**src/sv/dna_pkg.sv**
```systemverilog
package dna_pkg;

  localparam int DEF_MAX_WIDTH  = 256;
  localparam int DEF_MAX_HEIGHT = 256;
  localparam int DEF_MAX_RADIUS = 15;

  localparam int CHAN_W  = 8;
  localparam int PIXEL_W = 3 * CHAN_W;
  localparam int POS_W   = 8;
  localparam int RAD_W   = 4;
  localparam int DIM_W   = 9;
  localparam int COUNT_W = 10;
  // a mean of 8-bit values never exceeds 255
  localparam int QUOT_W  = CHAN_W;

  localparam int IN_DATA_W  = 48;
  localparam int OUT_DATA_W = 40;

  typedef enum logic {
    KIND_WRITE = 1'b0,
    KIND_QUERY = 1'b1
  } kind_t;

  typedef enum logic {
    REG_FRAME_WIDTH  = 1'b0,
    REG_FRAME_HEIGHT = 1'b1
  } reg_index_t;

endpackage

```
**src/sv/dna_div.sv**
```systemverilog
module dna_div import dna_pkg::*; #(
  parameter int DIVIDEND_W = 18,
  parameter int DIVISOR_W  = 10
) (
  input  logic                  clk,
  input  logic                  rst,
  input  logic                  start,
  input  logic [DIVIDEND_W-1:0] dividend,
  input  logic [DIVISOR_W-1:0]  divisor,
  output logic [QUOT_W-1:0]     quotient,
  output logic                  done
);

  // dividend < divisor * 2**QUOT_W, so the remainder fits here
  localparam int PW = DIVISOR_W + QUOT_W;
  localparam int SW = $clog2(QUOT_W);

  logic          busy;
  logic [SW-1:0] step;
  logic [PW-1:0] rem;
  logic [PW-1:0] dsh;
  logic          ge;

  assign ge = (rem >= dsh);

  always_ff @(posedge clk) begin
    if (rst) begin
      busy <= 1'b0;
      done <= 1'b0;
      step <= '0;
    end else begin
      done <= 1'b0;
      if (start) begin
        busy <= 1'b1;
        step <= '0;
      end else if (busy) begin
        step <= step + 1'b1;
        if (step == SW'(QUOT_W - 1)) begin
          busy <= 1'b0;
          done <= 1'b1;
        end
      end
    end
    // restoring division, one quotient bit per cycle
    if (start) begin
      rem <= PW'(dividend);
      dsh <= PW'(divisor) << (QUOT_W - 1);
    end else if (busy) begin
      if (ge) rem <= rem - dsh;
      dsh      <= dsh >> 1;
      quotient <= {quotient[QUOT_W-2:0], ge};
    end
  end

endmodule

```
**config.mk**
```make
export PLATFORM = sky130hd
export DESIGN_NAME = dna_div
export DESIGN_NICKNAME = d
export VERILOG_FILES = /design/src/sv/dna_pkg.sv /design/src/sv/dna_div.sv
export SDC_FILE = /design/constraint.sdc
export NUM_CORES = 1
export LEC_CHECK = 0
export BUFFER_PORTS_ARGS = -buffer_cell sky130_fd_sc_hd__buf_2
export CORE_MARGIN = 1
export CORE_UTILIZATION = 30
export CTS_CLUSTER_SIZE = 10
export DETAILED_ROUTE_END_ITERATION = 10
export SLEW_MARGIN = 15
export SYNTH_ARGS = -nofsm -noshare
export SYNTH_HDL_FRONTEND = slang
export SYNTH_SLANG_ARGS = --single-unit
```
**constraint.sdc**
```tcl
create_clock -name clk -period 3.3 [get_ports clk]
set_clock_uncertainty 0.15 [all_clocks]
set_input_delay 0 -clock clk [delete_from_list [all_inputs] [get_ports clk]]
set_output_delay 0 -clock clk [all_outputs]
set_load 0.02 [all_outputs]
```
After elaboration in Yosys (flattened, before gate mapping)
Cells that the tools add are included.

Flip-flop bits (word level): 48. Latch bits: 0. Memory bits (writable): 0. Memory bits (read-only): 0. Output and inout bits: 9. Memories: 0.

Add/subtract/negate cells: 2. $mul: 0. Divide/modulo/power cells: 0. Magnitude comparators: 1. Equal/unequal tests: 1. Shift operators: 0. Multiplexer cells: 9. Bitwise logic cells: 2. Reductions and logical operators: 6.

Operators by type and width (count): 18-bit two-way mux (3); 17-bit two-way mux (2); 18-bit by 17-bit greater-or-equal comparator with 1-bit output (1); 18-bit by 17-bit subtractor with 18-bit output (1); 1-bit two-way mux (4); 2-bit AND reduction (2); 2-bit nonzero test (2); 3-bit by 1-bit adder with 3-bit output, second input constant (1); 3-bit == test, second input constant (1); 3-bit OR reduction (1); 1-bit inverter (2); 2-bit OR reduction (1).

Logic depth before layout (Yosys ltp)
Gate-level depths: netlist of run 1.

Depth in word-level cells: 4. Mapped depth: 9. Mapped depth without buffers: 9.

Worst setup path before layout of run 1
No wires, ideal clock.

Kind: register to register. Start: reg rem[0]. End: reg rem[0] (enable). Library setup time: 0.374 ns. Arrival time: 2.340 ns. Slack: 0.436 ns. Stages on the path, launching flop included: 10. Buffers on the path: 0. Cell sequence: edfxtp_1 -> inv_1 -> ha_1 -> fa_1 -> nor2b_1 -> o211ai_1 -> a311o_1 -> a21oi_2 -> a211o_1 -> a21o_1.

Cells in the longest elaborated chain, start to end: 3.

RTL lines: start, declared (line dna_div.sv:20) `logic [PW-1:0] rem;`; start signal, assigned (line dna_div.sv:46) `rem <= PW'(dividend);`; start signal, assigned (line dna_div.sv:49) `if (ge) rem <= rem - dsh;`; 18-bit by 17-bit greater-or-equal comparator with 1-bit output (line dna_div.sv:24) `assign ge = (rem >= dsh);`; net ge (line dna_div.sv:22) `logic ge;`; 2-bit nonzero test (no source line); 2-bit AND reduction (no source line).

The timed path passes the listed nets, and every way through them passes these cells. A chain may end at the register's enable or synchronous reset.

Final worst setup path of run 1
Start: reg rem[0]. End: reg rem[9] (enable).

Same word-level chain as after synthesis.

==> run_results.csv, run 1 <==
group,metric,value,unit
yosys,netlist_area,2900,um2
clocking,cts_setup_buffers,0,
run_status,run_status,"finished, final reports clean",
clocking,cts_buffers,5,
drt,drt_first_pass_iters,4,
yosys,avgSynthCellArea,9.70,um2
yosys,synthTopCellsByCount,"42 x nand2_1, 36 x edfxtp_1, 22 x o21ai_0",
yosys,synth_area_leaders,"edfxtp_1 37%, dfxtp_1 8.3%, ha_1 8.2%",
clocking,htreeDepth,2,
yosys,ys_warn_count,0,
power_and_ir_drop,ir_drop,0.209,mV
worst_setup_path,crit_type,"register to register",
clocking,cts.sinks,48,
drt,drt-initial-drc-count,100,
worst_setup_path,crit_arrival,2830,ps
global_routing,grt_pass1_vias,2230,
sta,finalSetupViolations,0,
drt,vias,2309,
power_and_ir_drop,p_seq_share,38.5,%
clocking,clkTransAtPathRegs,80,ps
power_and_ir_drop,switchingPower,0.000768,W
layout,design_area,3590,um2
sta,fin_ws,328,ps
floorplanning,pin_count,40,
power_and_ir_drop,power_frac_comb,45.5,%
placed_design,io_buffer_count,39,
yosys,synthCells,299,
layout,antenna_cells,0,
layout,n_fill_cell,972,
hold_path,hp-class,"input pin to register",
global_routing,antenna_found_initial,0,
placed_design,gp_congestion,0.817,
global_routing,grt_max_degree,39,
floorplanning,start_util,31.2,%
layout,seqCellArea,1320,um2
clocking,ctsHoldBuffers,27,
drt,ant_nets,0,
yosys,synth_ff_type,"edfxtp_1",
placed_design,hpwl,4790,um
sta,rsz0062_at_grt,"false",
worst_setup_path,end_kind,"register",
yosys,ys_seq_area_share,45.6,%
worst_setup_path,cp_top_family,"compound AO/OA/AOI/OAI gates",
worst_setup_path,crit_path_max_fanout,13,
floorplanning,rows,35,
flow_run,max_cap_violations,0,
floorplanning,coreArea,9280,um2
yosys,synthesis.nets,350,
power_and_ir_drop,power.density,587,nW/um2
sta,post-route-min-period,2970,ps
floorplanning,die_w,100,um
layout,area_growth,23.9,%
clocking,clock_latency,290,ps
drt,routed_wl,6380,um
yosys,ys_ff_latch,48,
sta,maxSlewViolCount,0,
clocking,cts_tree,"done",
floorplanning,die_h,100,um
layout,drive_gt1_share,16.0,%
layout,final_nets,413,
yosys,yosysUniqueCellTypes,53,
sta,slew_headroom,40.4,%
clocking,cts_resized,0,
layout,final_util,38.7,%
placed_design,placed_cell_area,3240,um2
sta,hold_viol_final,0,
sta,worstMarginPinSlew,893,ps
placed_design,place_ws,312,ps
worst_setup_path,worstSetupStartpointType,"register",
worst_setup_path,cp.required,3160,ps
global_routing,grt.overflow.total,0,
sta,hold_ws,2.12,ps
worst_setup_path,ff2ff_setup_slack,330,ps
yosys,synth-edff-count,36,
worst_setup_path,crit_buf_inv,2,
worst_setup_path,critPathSlowestCell,"fa_1",
power_and_ir_drop,p_clk_share,15.9,%
global_routing,grt_usage,13.3,%
drt,via_per_inst,4.69,
clocking,clockBufferDepth,2,
sta,fmax,336,MHz
power_and_ir_drop,sw_frac_of_total,36.4,%
drt,routedWlPerCell,13.0,um
global_routing,grt_pass1_wl,10500,um
layout,multi_input_area,1450,um2
yosys,netlist.area_leader.share,37.3,%
sta,timing.final.crit_share,90.1,%
drt,drc,0,
clocking,cts_root_buffer,"clkbuf_8",
sta,setup_tns,0,ps
yosys,yosys.area.top_type,"edfxtp_1",
yosys,yosysMostFrequentCell,"nand2_1",
power_and_ir_drop,cellLeakagePower,1.46,nW
worst_setup_path,path_cells,"inv_1 > ha_1 > fa_1 > nor2b_1 > o211ai_1 > a311o_1 > a21oi_2 > a211o_1 > a21o_1 > buf_12",
worst_setup_path,slowest_delay,410,ps
yosys,async_flop_share,0,%
power_and_ir_drop,intPower,0.00134,W
floorplanning,die-area,10100,um2
-- flip-flops by register name (all words and copies together) (netlist names) --
register,count
busy,1
done,1
dsh,17
quotient,8
rem,18
step,3
-- power groups by stage --
stage          registers [W]  logic, W  clock network (W)
2_1_floorplan       0.000820  0.000719                  0
3_3_place_gp        0.000821  0.000918                  0
3_5_place_dp        0.000826  0.000928                  0
4_1_cts             0.000812  0.000959           0.000350
5_1_grt             0.000822   0.00107           0.000373
6_report            0.000812  0.000960           0.000336
-- metrics by stage --
stage,instances,total power [W]
floorplan,299,0.00154
global placement,457,0.00174
detailed placement,457,0.00175
CTS,492,0.00212
finish,492,0.00211
global route,492,0.00227
-- kinds of logic (layout without fill, tap and decap cells) --
family / Yosys count / count (layout) / share of synthesized area [%]
AND/OR/NAND/NOR: 104 / 104 / 17.0
multiplexers: 11 / 11 / 3.84
buffers and inverters: 34 / 98 / 4.45
adder cells (fa/ha/maj): 20 / 20 / 8.89
AO/OA/AOI/OAI: 71 / 71 / 16.9
flip-flops: 48 / 48 / 45.6
XOR/XNOR: 11 / 11 / 3.32
-- metal layers --
metal / up-vias / routed length [um] / GRT usage [%] / share of wire [%]
li1: 1197 / - / - / -
met5: - / 0 / 0 / 0
met2: 41 / 2920 / 22.0 / 46
met4: 0 / 42 / 2.68 / 0.66
met1: 1067 / 3110 / 17.9 / 49
met3: 4 / 303 / 2.58 / 4.8
-- worst reg2reg max path: stages, from the launching register on --
cell and delay, ps:
edfxtp_1 330, inv_1 40, ha_1 210, fa_1 410
nor2b_1 170, o211ai_1 160, a311o_1 400, a21oi_2 180
a211o_1 160, a21o_1 280, buf_12 190
-- path summary, 6_finish.rpt --
check	from	to	depth (start not counted)
worst max register to register	rem[0]	rem[9]	10
worst min register to register	quotient[4]	quotient[5]	0
worst max-delay path	rem[0]	rem[9]	10
worst min-delay path	dividend[12]	rem[12]	3
-- layout by cell type (no fill, tap or decap), types with 2 or more instances in the layout --
cell type	count
a211o_1	2
a21o_1	9
a21oi_1	11
a21oi_2	2
a311o_1	2
a31oi_1	3
and2_1	2
and3_1	3
buf_2	39
buf_4	2
clkbuf_1	2
clkbuf_8	5
dfxtp_1	12
dlygate4sd3_1	27
edfxtp_1	36
ha_1	19
inv_1	20
mux2i_1	10
nand2_1	42
nand2b_1	3
nand3_1	9
nand4_1	4
nor2_1	17
nor2b_1	6
nor3_1	8
o211ai_1	2
o21a_1	2
o21ai_0	22
o21ai_1	3
o22ai_1	2
or2_2	2
xnor2_1	5
xor2_1	6
-- cell type report --
class	instances	share of cell area, %
multi-input cells	217	40.3
flip-flops and latches	48	36.8
clock buffers	7	2.12
well taps	129	4.49
repair buffers	69	13.9
clock inverters	1	0.139
inverters	21	2.19
(Power assumes the default switching activity.)
==> inputs of run 2 (changes only) <==
--- a/config.mk
+++ b/config.mk
@@ -5,7 +5,7 @@
 export SDC_FILE = /design/constraint.sdc
 export NUM_CORES = 1
 export LEC_CHECK = 0
-export BUFFER_PORTS_ARGS = -buffer_cell sky130_fd_sc_hd__buf_2
+export BUFFER_PORTS_ARGS = -buffer_cell sky130_fd_sc_hd__buf_4
 export CORE_MARGIN = 1
 export CORE_UTILIZATION = 30
 export CTS_CLUSTER_SIZE = 10
==> run 2 against run 1 <==
Against the previous run:
- core utilization grew 1.2 points
- highest routed layer unchanged
- total power increased by 0.91%
- worst hold slack improved by 24 ps
- sequential share of layout area shrank 1.1 points
- clock power about the same
- sequential power barely moved
==> run_results.csv, run 2 (synthesis results as in run 1) <==
group,metric,value,unit
clocking,cts.sinks,48,
global_routing,met3_usage,2.72,%
layout,regMostFlops,"rem",
sta,maxSlewViolCount,0,
layout,area_growth,27.7,%
clocking,clkTransAtPathRegs,80,ps
clocking,cts_setup_buffers,0,
hold_path,hp-class,"input pin to register",
sta,hold_viol_final,0,
floorplanning,coreArea,9280,um2
clocking,clockBufferDepth,2,
floorplanning,rows,35,
global_routing,grt_pass1_vias,2226,
sta,worstMarginPinSlew,903,ps
power_and_ir_drop,cellLeakagePower,1.50,nW
global_routing,grt.overflow.total,0,
drt,ant_nets,0,
clocking,clock_latency,300,ps
sta,fmax,333,MHz
clocking,cts_root_buffer,"clkbuf_8",
global_routing,top_usage_layer,"met2",
drt,via_per_inst,4.74,
placed_design,io_buffer_count,39,
clocking,cts_buffers,5,
sta,slew_headroom,39.7,%
sta,setup_tns,0,ps
worst_setup_path,worstSetupStartpointType,"register",
sta,rsz0062_at_grt,"false",
layout,n_fill_cell,953,
placed_design,place_ws,309,ps
sta,post-route-min-period,3000,ps
floorplanning,die_h,100,um
layout,reg.largest.list,"rem x18, dsh x17, quotient x8",
worst_setup_path,end_kind,"register",
drt,routedWlPerCell,13.1,um
global_routing,grt.met1_usage,18.5,%
clocking,cts_resized,0,
drt,vias,2336,
global_routing,grt_max_degree,37,
clocking,htreeDepth,2,
placed_design,hpwl,4800,um
floorplanning,pin_count,40,
clocking,ctsHoldBuffers,28,
flow_run,max_cap_violations,0,
sta,fin_ws,300,ps
power_and_ir_drop,ir_drop,0.220,mV
worst_setup_path,crit_arrival,2870,ps
worst_setup_path,crit_path_max_fanout,13,
drt,routed_wl,6450,um
global_routing,grt_util_met2,22.1,%
power_and_ir_drop,power.density,575,nW/um2
global_routing,antenna_found_initial,0,
layout,final_nets,414,
worst_setup_path,crit_type,"register to register",
floorplanning,die-area,10100,um2
placed_design,placed_cells,457,
layout,drive_gt1_share,16.2,%
global_routing,grt_usage,13.7,%
drt,drt-initial-drc-count,130,
layout,final_cell_mix,"42 x nand2_1, 41 x buf_4, 36 x edfxtp_1",
drt,drc,0,
clocking,cts_tree,"done",
floorplanning,start_util,31.2,%
layout,largest_register_ffs,18,
floorplanning,die_w,100,um
sta,timing.final.crit_share,90.9,%
placed_design,gp_congestion,0.795,
layout,layoutNonFillerInstCount,493,
worst_setup_path,cp.required,3170,ps
sta,finalSetupViolations,0,
layout,antenna_cells,0,
run_status,run_status,"finished, final reports clean",
global_routing,grt_pass1_wl,10900,um
layout,mostFrequentLayoutCell,"nand2_1",
drt,drt_first_pass_iters,4,
==> run 2: cell types whose count changed in the layout (fill, tap and decap cells not counted) <==
cell and change:
clkinv_2 +1, dlygate4sd3_1 +1, buf_2 -39, buf_4 +39, clkinv_1 +1, clkbuf_1 -2
==> run 2: path summary, 6_finish.rpt <==
| kind | start | to | slack [ps] | cells after the start |
|---|---|---|---|---|
| setup / recovery | rem[0] | rem[6] | 300 | 10 |
| hold / removal | dividend[12] | rem[12] | 30 | 3 |
| setup reg to reg | rem[0] | rem[6] | 300 | 10 |
| hold reg to reg | quotient[3] | quotient[4] | 310 | 0 |
==> run 2: metrics by stage <==
stage / cell area (um2) / power [W] / utilization, % / hold slack, ps
after detailed placement: 3340 / 0.00177 / 36.0 / 58.5
after floorplan: 2900 / 0.00154 / - / -80.9
after CTS: 3700 / 0.00213 / 39.9 / 19.9
after global placement: 3340 / 0.00175 / 36.0 / 50.9
final: 3700 / 0.00213 / 39.9 / 26.2
after global routing: 3700 / 0.00228 / 39.9 / 31.8
==> run 2: per-layer routing <==
layer  up-vias  wire (um)  share of wire (%)
met5         -          0                  0
met4         0         70                1.1
met1      1082       3090                 48
li1       1202          -                  -
met3         7        280                4.3
met2        45       3000                 47
==> run 2: critical path, cell delays in order (launching register included) <==
cell and delay [ps]:
edfxtp_1 320, inv_1 40, ha_1 220, fa_1 410, nor2b_1 170, o211ai_1 160
a311o_1 400, a21oi_2 180, a211o_1 160, a21o_1 300, buf_12 190
==> run 2: layout make-up <==
type | instances | area [um2] | share of cell area, %
clock buffers | 5 | 68.8 | 1.86
inverters | 21 | 78.8 | 2.13
well taps | 129 | 161 | 4.36
flip-flops and latches | 48 | 1320 | 35.7
repair buffers | 70 | 608 | 16.4
clock inverters | 3 | 13.8 | 0.372
multi-input cells | 217 | 1450 | 39.1
==> run 2: where the power goes <==
part           total [W]  switching, W  internal (W)
Sequential      0.000811     0.0000362      0.000775
Clock           0.000336      0.000192      0.000144
Combinational   0.000979      0.000550      0.000429
Total            0.00213      0.000779       0.00135
==> inputs of run 3 (changes only) <==
--- a/config.mk
+++ b/config.mk
@@ -5,11 +5,11 @@
 export SDC_FILE = /design/constraint.sdc
 export NUM_CORES = 1
 export LEC_CHECK = 0
-export BUFFER_PORTS_ARGS = -buffer_cell sky130_fd_sc_hd__buf_4
 export CORE_MARGIN = 1
 export CORE_UTILIZATION = 30
 export CTS_CLUSTER_SIZE = 10
 export DETAILED_ROUTE_END_ITERATION = 10
+export DONT_BUFFER_PORTS = 1
 export SLEW_MARGIN = 15
 export SYNTH_ARGS = -nofsm -noshare
 export SYNTH_HDL_FRONTEND = slang
==> run 3 against run 2 <==
Against the previous run:
- clock power rose by 7.1%
- largest power group unchanged
- combinational power shrank 4.2%
- first-iteration DRC count fell by 32%
- sequential share of layout area rose by 2.4 points
- maximum frequency rose by 1.1%
- count of clock-buffer cells in the layout stayed put
- critical path depth stayed put
- worst setup slack better by 33 ps
- critical path type unchanged
- largest cell class unchanged
==> run_results.csv, run 3 (synthesis results as in run 1) <==
group,metric,value,unit
layout,regMostFlops,"rem",
power_and_ir_drop,cellLeakagePower,1.34,nW
placed_design,gp_congestion,0.833,
clocking,cts_tree,"done",
layout,final_cell_mix,"42 x nand2_1, 36 x edfxtp_1, 32 x dlygate4sd3_1",
global_routing,grt_pass1_wl,10600,um
worst_setup_path,critPathSlowestCell,"fa_1",
global_routing,grt_pass1_vias,2241,
worst_setup_path,worstSetupStartpointType,"register",
drt,ant_nets,0,
sta,slew_headroom,35.7,%
sta,hold_viol_final,0,
floorplanning,pin_count,40,
sta,fmax,337,MHz
clocking,cts.sinks,48,
sta,timing.final.crit_share,89.9,%
layout,reg.largest.list,"rem x18, dsh x17, quotient x8",
sta,setup_tns,0,ps
clocking,cts_root_buffer,"clkbuf_8",
flow_run,max_cap_violations,0,
clocking,clkTransAtPathRegs,90,ps
layout,drive_gt1_share,6.08,%
worst_setup_path,end_kind,"register",
worst_setup_path,crit_buf_inv,2,
drt,via_per_inst,4.79,
clocking,clock_latency,310,ps
worst_setup_path,ff2ff_setup_slack,330,ps
power_and_ir_drop,power.density,610,nW/um2
floorplanning,rows,35,
placed_design,io_buffer_count,0,
floorplanning,die-area,10100,um2
drt,drc,0,
global_routing,antenna_found_initial,0,
floorplanning,die_h,100,um
drt,routedWlPerCell,14.1,um
power_and_ir_drop,total_power,0.00212,W
floorplanning,start_util,31.2,%
drt,drt_first_pass_iters,4,
clocking,cts_resized,0,
drt,drt-initial-drc-count,89,
clocking,clockBufferDepth,2,
global_routing,grt_max_degree,66,
clocking,htreeDepth,2,
global_routing,grt.overflow.total,0,
worst_setup_path,slowest_delay,400,ps
floorplanning,die_w,100,um
sta,rsz0062_at_grt,"false",
worst_setup_path,crit_path_max_fanout,13,
hold_path,hp-class,"input pin to register",
power_and_ir_drop,ir_drop,0.190,mV
drt,routed_wl,6460,um
worst_setup_path,crit_arrival,2840,ps
clocking,cts_buffers,5,
sta,post-route-min-period,2970,ps
global_routing,grt_usage,13.6,%
layout,mostFrequentLayoutCell,"nand2_1",
layout,area_growth,19.8,%
worst_setup_path,path_cells,"inv_1 > ha_1 > fa_1 > nor2b_1 > o211ai_1 > a311o_1 > a21oi_2 > a211o_1 > a21o_1 > buf_12",
clocking,cts_setup_buffers,0,
clocking,ctsHoldBuffers,33,
layout,antenna_cells,0,
worst_setup_path,cp.required,3180,ps
sta,maxSlewViolCount,0,
layout,final_nets,379,
worst_setup_path,cp_top_family,"compound AO/OA/AOI/OAI gates",
floorplanning,coreArea,9280,um2
placed_design,hpwl,4650,um
layout,largest_register_ffs,18,
drt,vias,2195,
worst_setup_path,crit_type,"register to register",
run_status,run_status,"finished, final reports clean",
sta,worstMarginPinSlew,962,ps
sta,finalSetupViolations,0,
run 3: power breakdown:
group,total [W],leakage (nW),switching (W),internal (W)
registers,0.000820,0.458,0.0000447,0.000776
clock network,0.000360,0.0460,0.000212,0.000149
logic,0.000938,0.839,0.000531,0.000407
total,0.00212,1.34,0.000787,0.00133
run 3: stage by stage:
stage	cells	util (%)	setup WS (ps)	hold WS, ps	instance area (um2)
finish	458	37.4	333	56.8	3470
floorplan	299	-	436	-80.9	2900
detailed placement	417	32.7	322	-78.1	3040
global placement	417	32.7	385	-78.8	3040
CTS	458	37.4	316	60.1	3470
global route	458	37.4	104	72.7	3470
run 3: area by class of cell:
class / count / area (um2)
clock inverter: 3 / 17.5
clock buffer: 5 / 68.8
tap: 129 / 161
multi-input combinational: 217 / 1450
fill: 962 / 5810
timing repair buffer: 35 / 375
inverter: 21 / 78.8
sequential: 48 / 1320
run 3: routing by layer:
| metal | routed length, um | vias to the layer above | part of all wire (%) | GRT usage (%) |
|---|---|---|---|---|
| met3 | 244 | 16 | 3.8 | 2.86 |
| li1 | - | 1129 | - | - |
| met4 | 194 | 0 | 3.0 | 6.47 |
| met5 | 0 | - | 0 | 0 |
| met2 | 2910 | 33 | 45 | 22.2 |
| met1 | 3100 | 1017 | 48 | 17.1 |
run 3: worst paths after layout:
kind	from	to	cells past startpoint
max	rem[0]	rem[12]	10
min	start	rem[6]	2
max reg2reg	rem[0]	rem[12]	10
min reg2reg	dsh[0]	dsh[0]	2
run 3: worst reg2reg max path, cell delays in order, from the launching register on:
cell and delay, ps:
edfxtp_1 330, inv_1 40, ha_1 210, fa_1 400
nor2b_1 170, o211ai_1 170, a311o_1 400, a21oi_2 180
a211o_1 170, a21o_1 290, buf_12 190
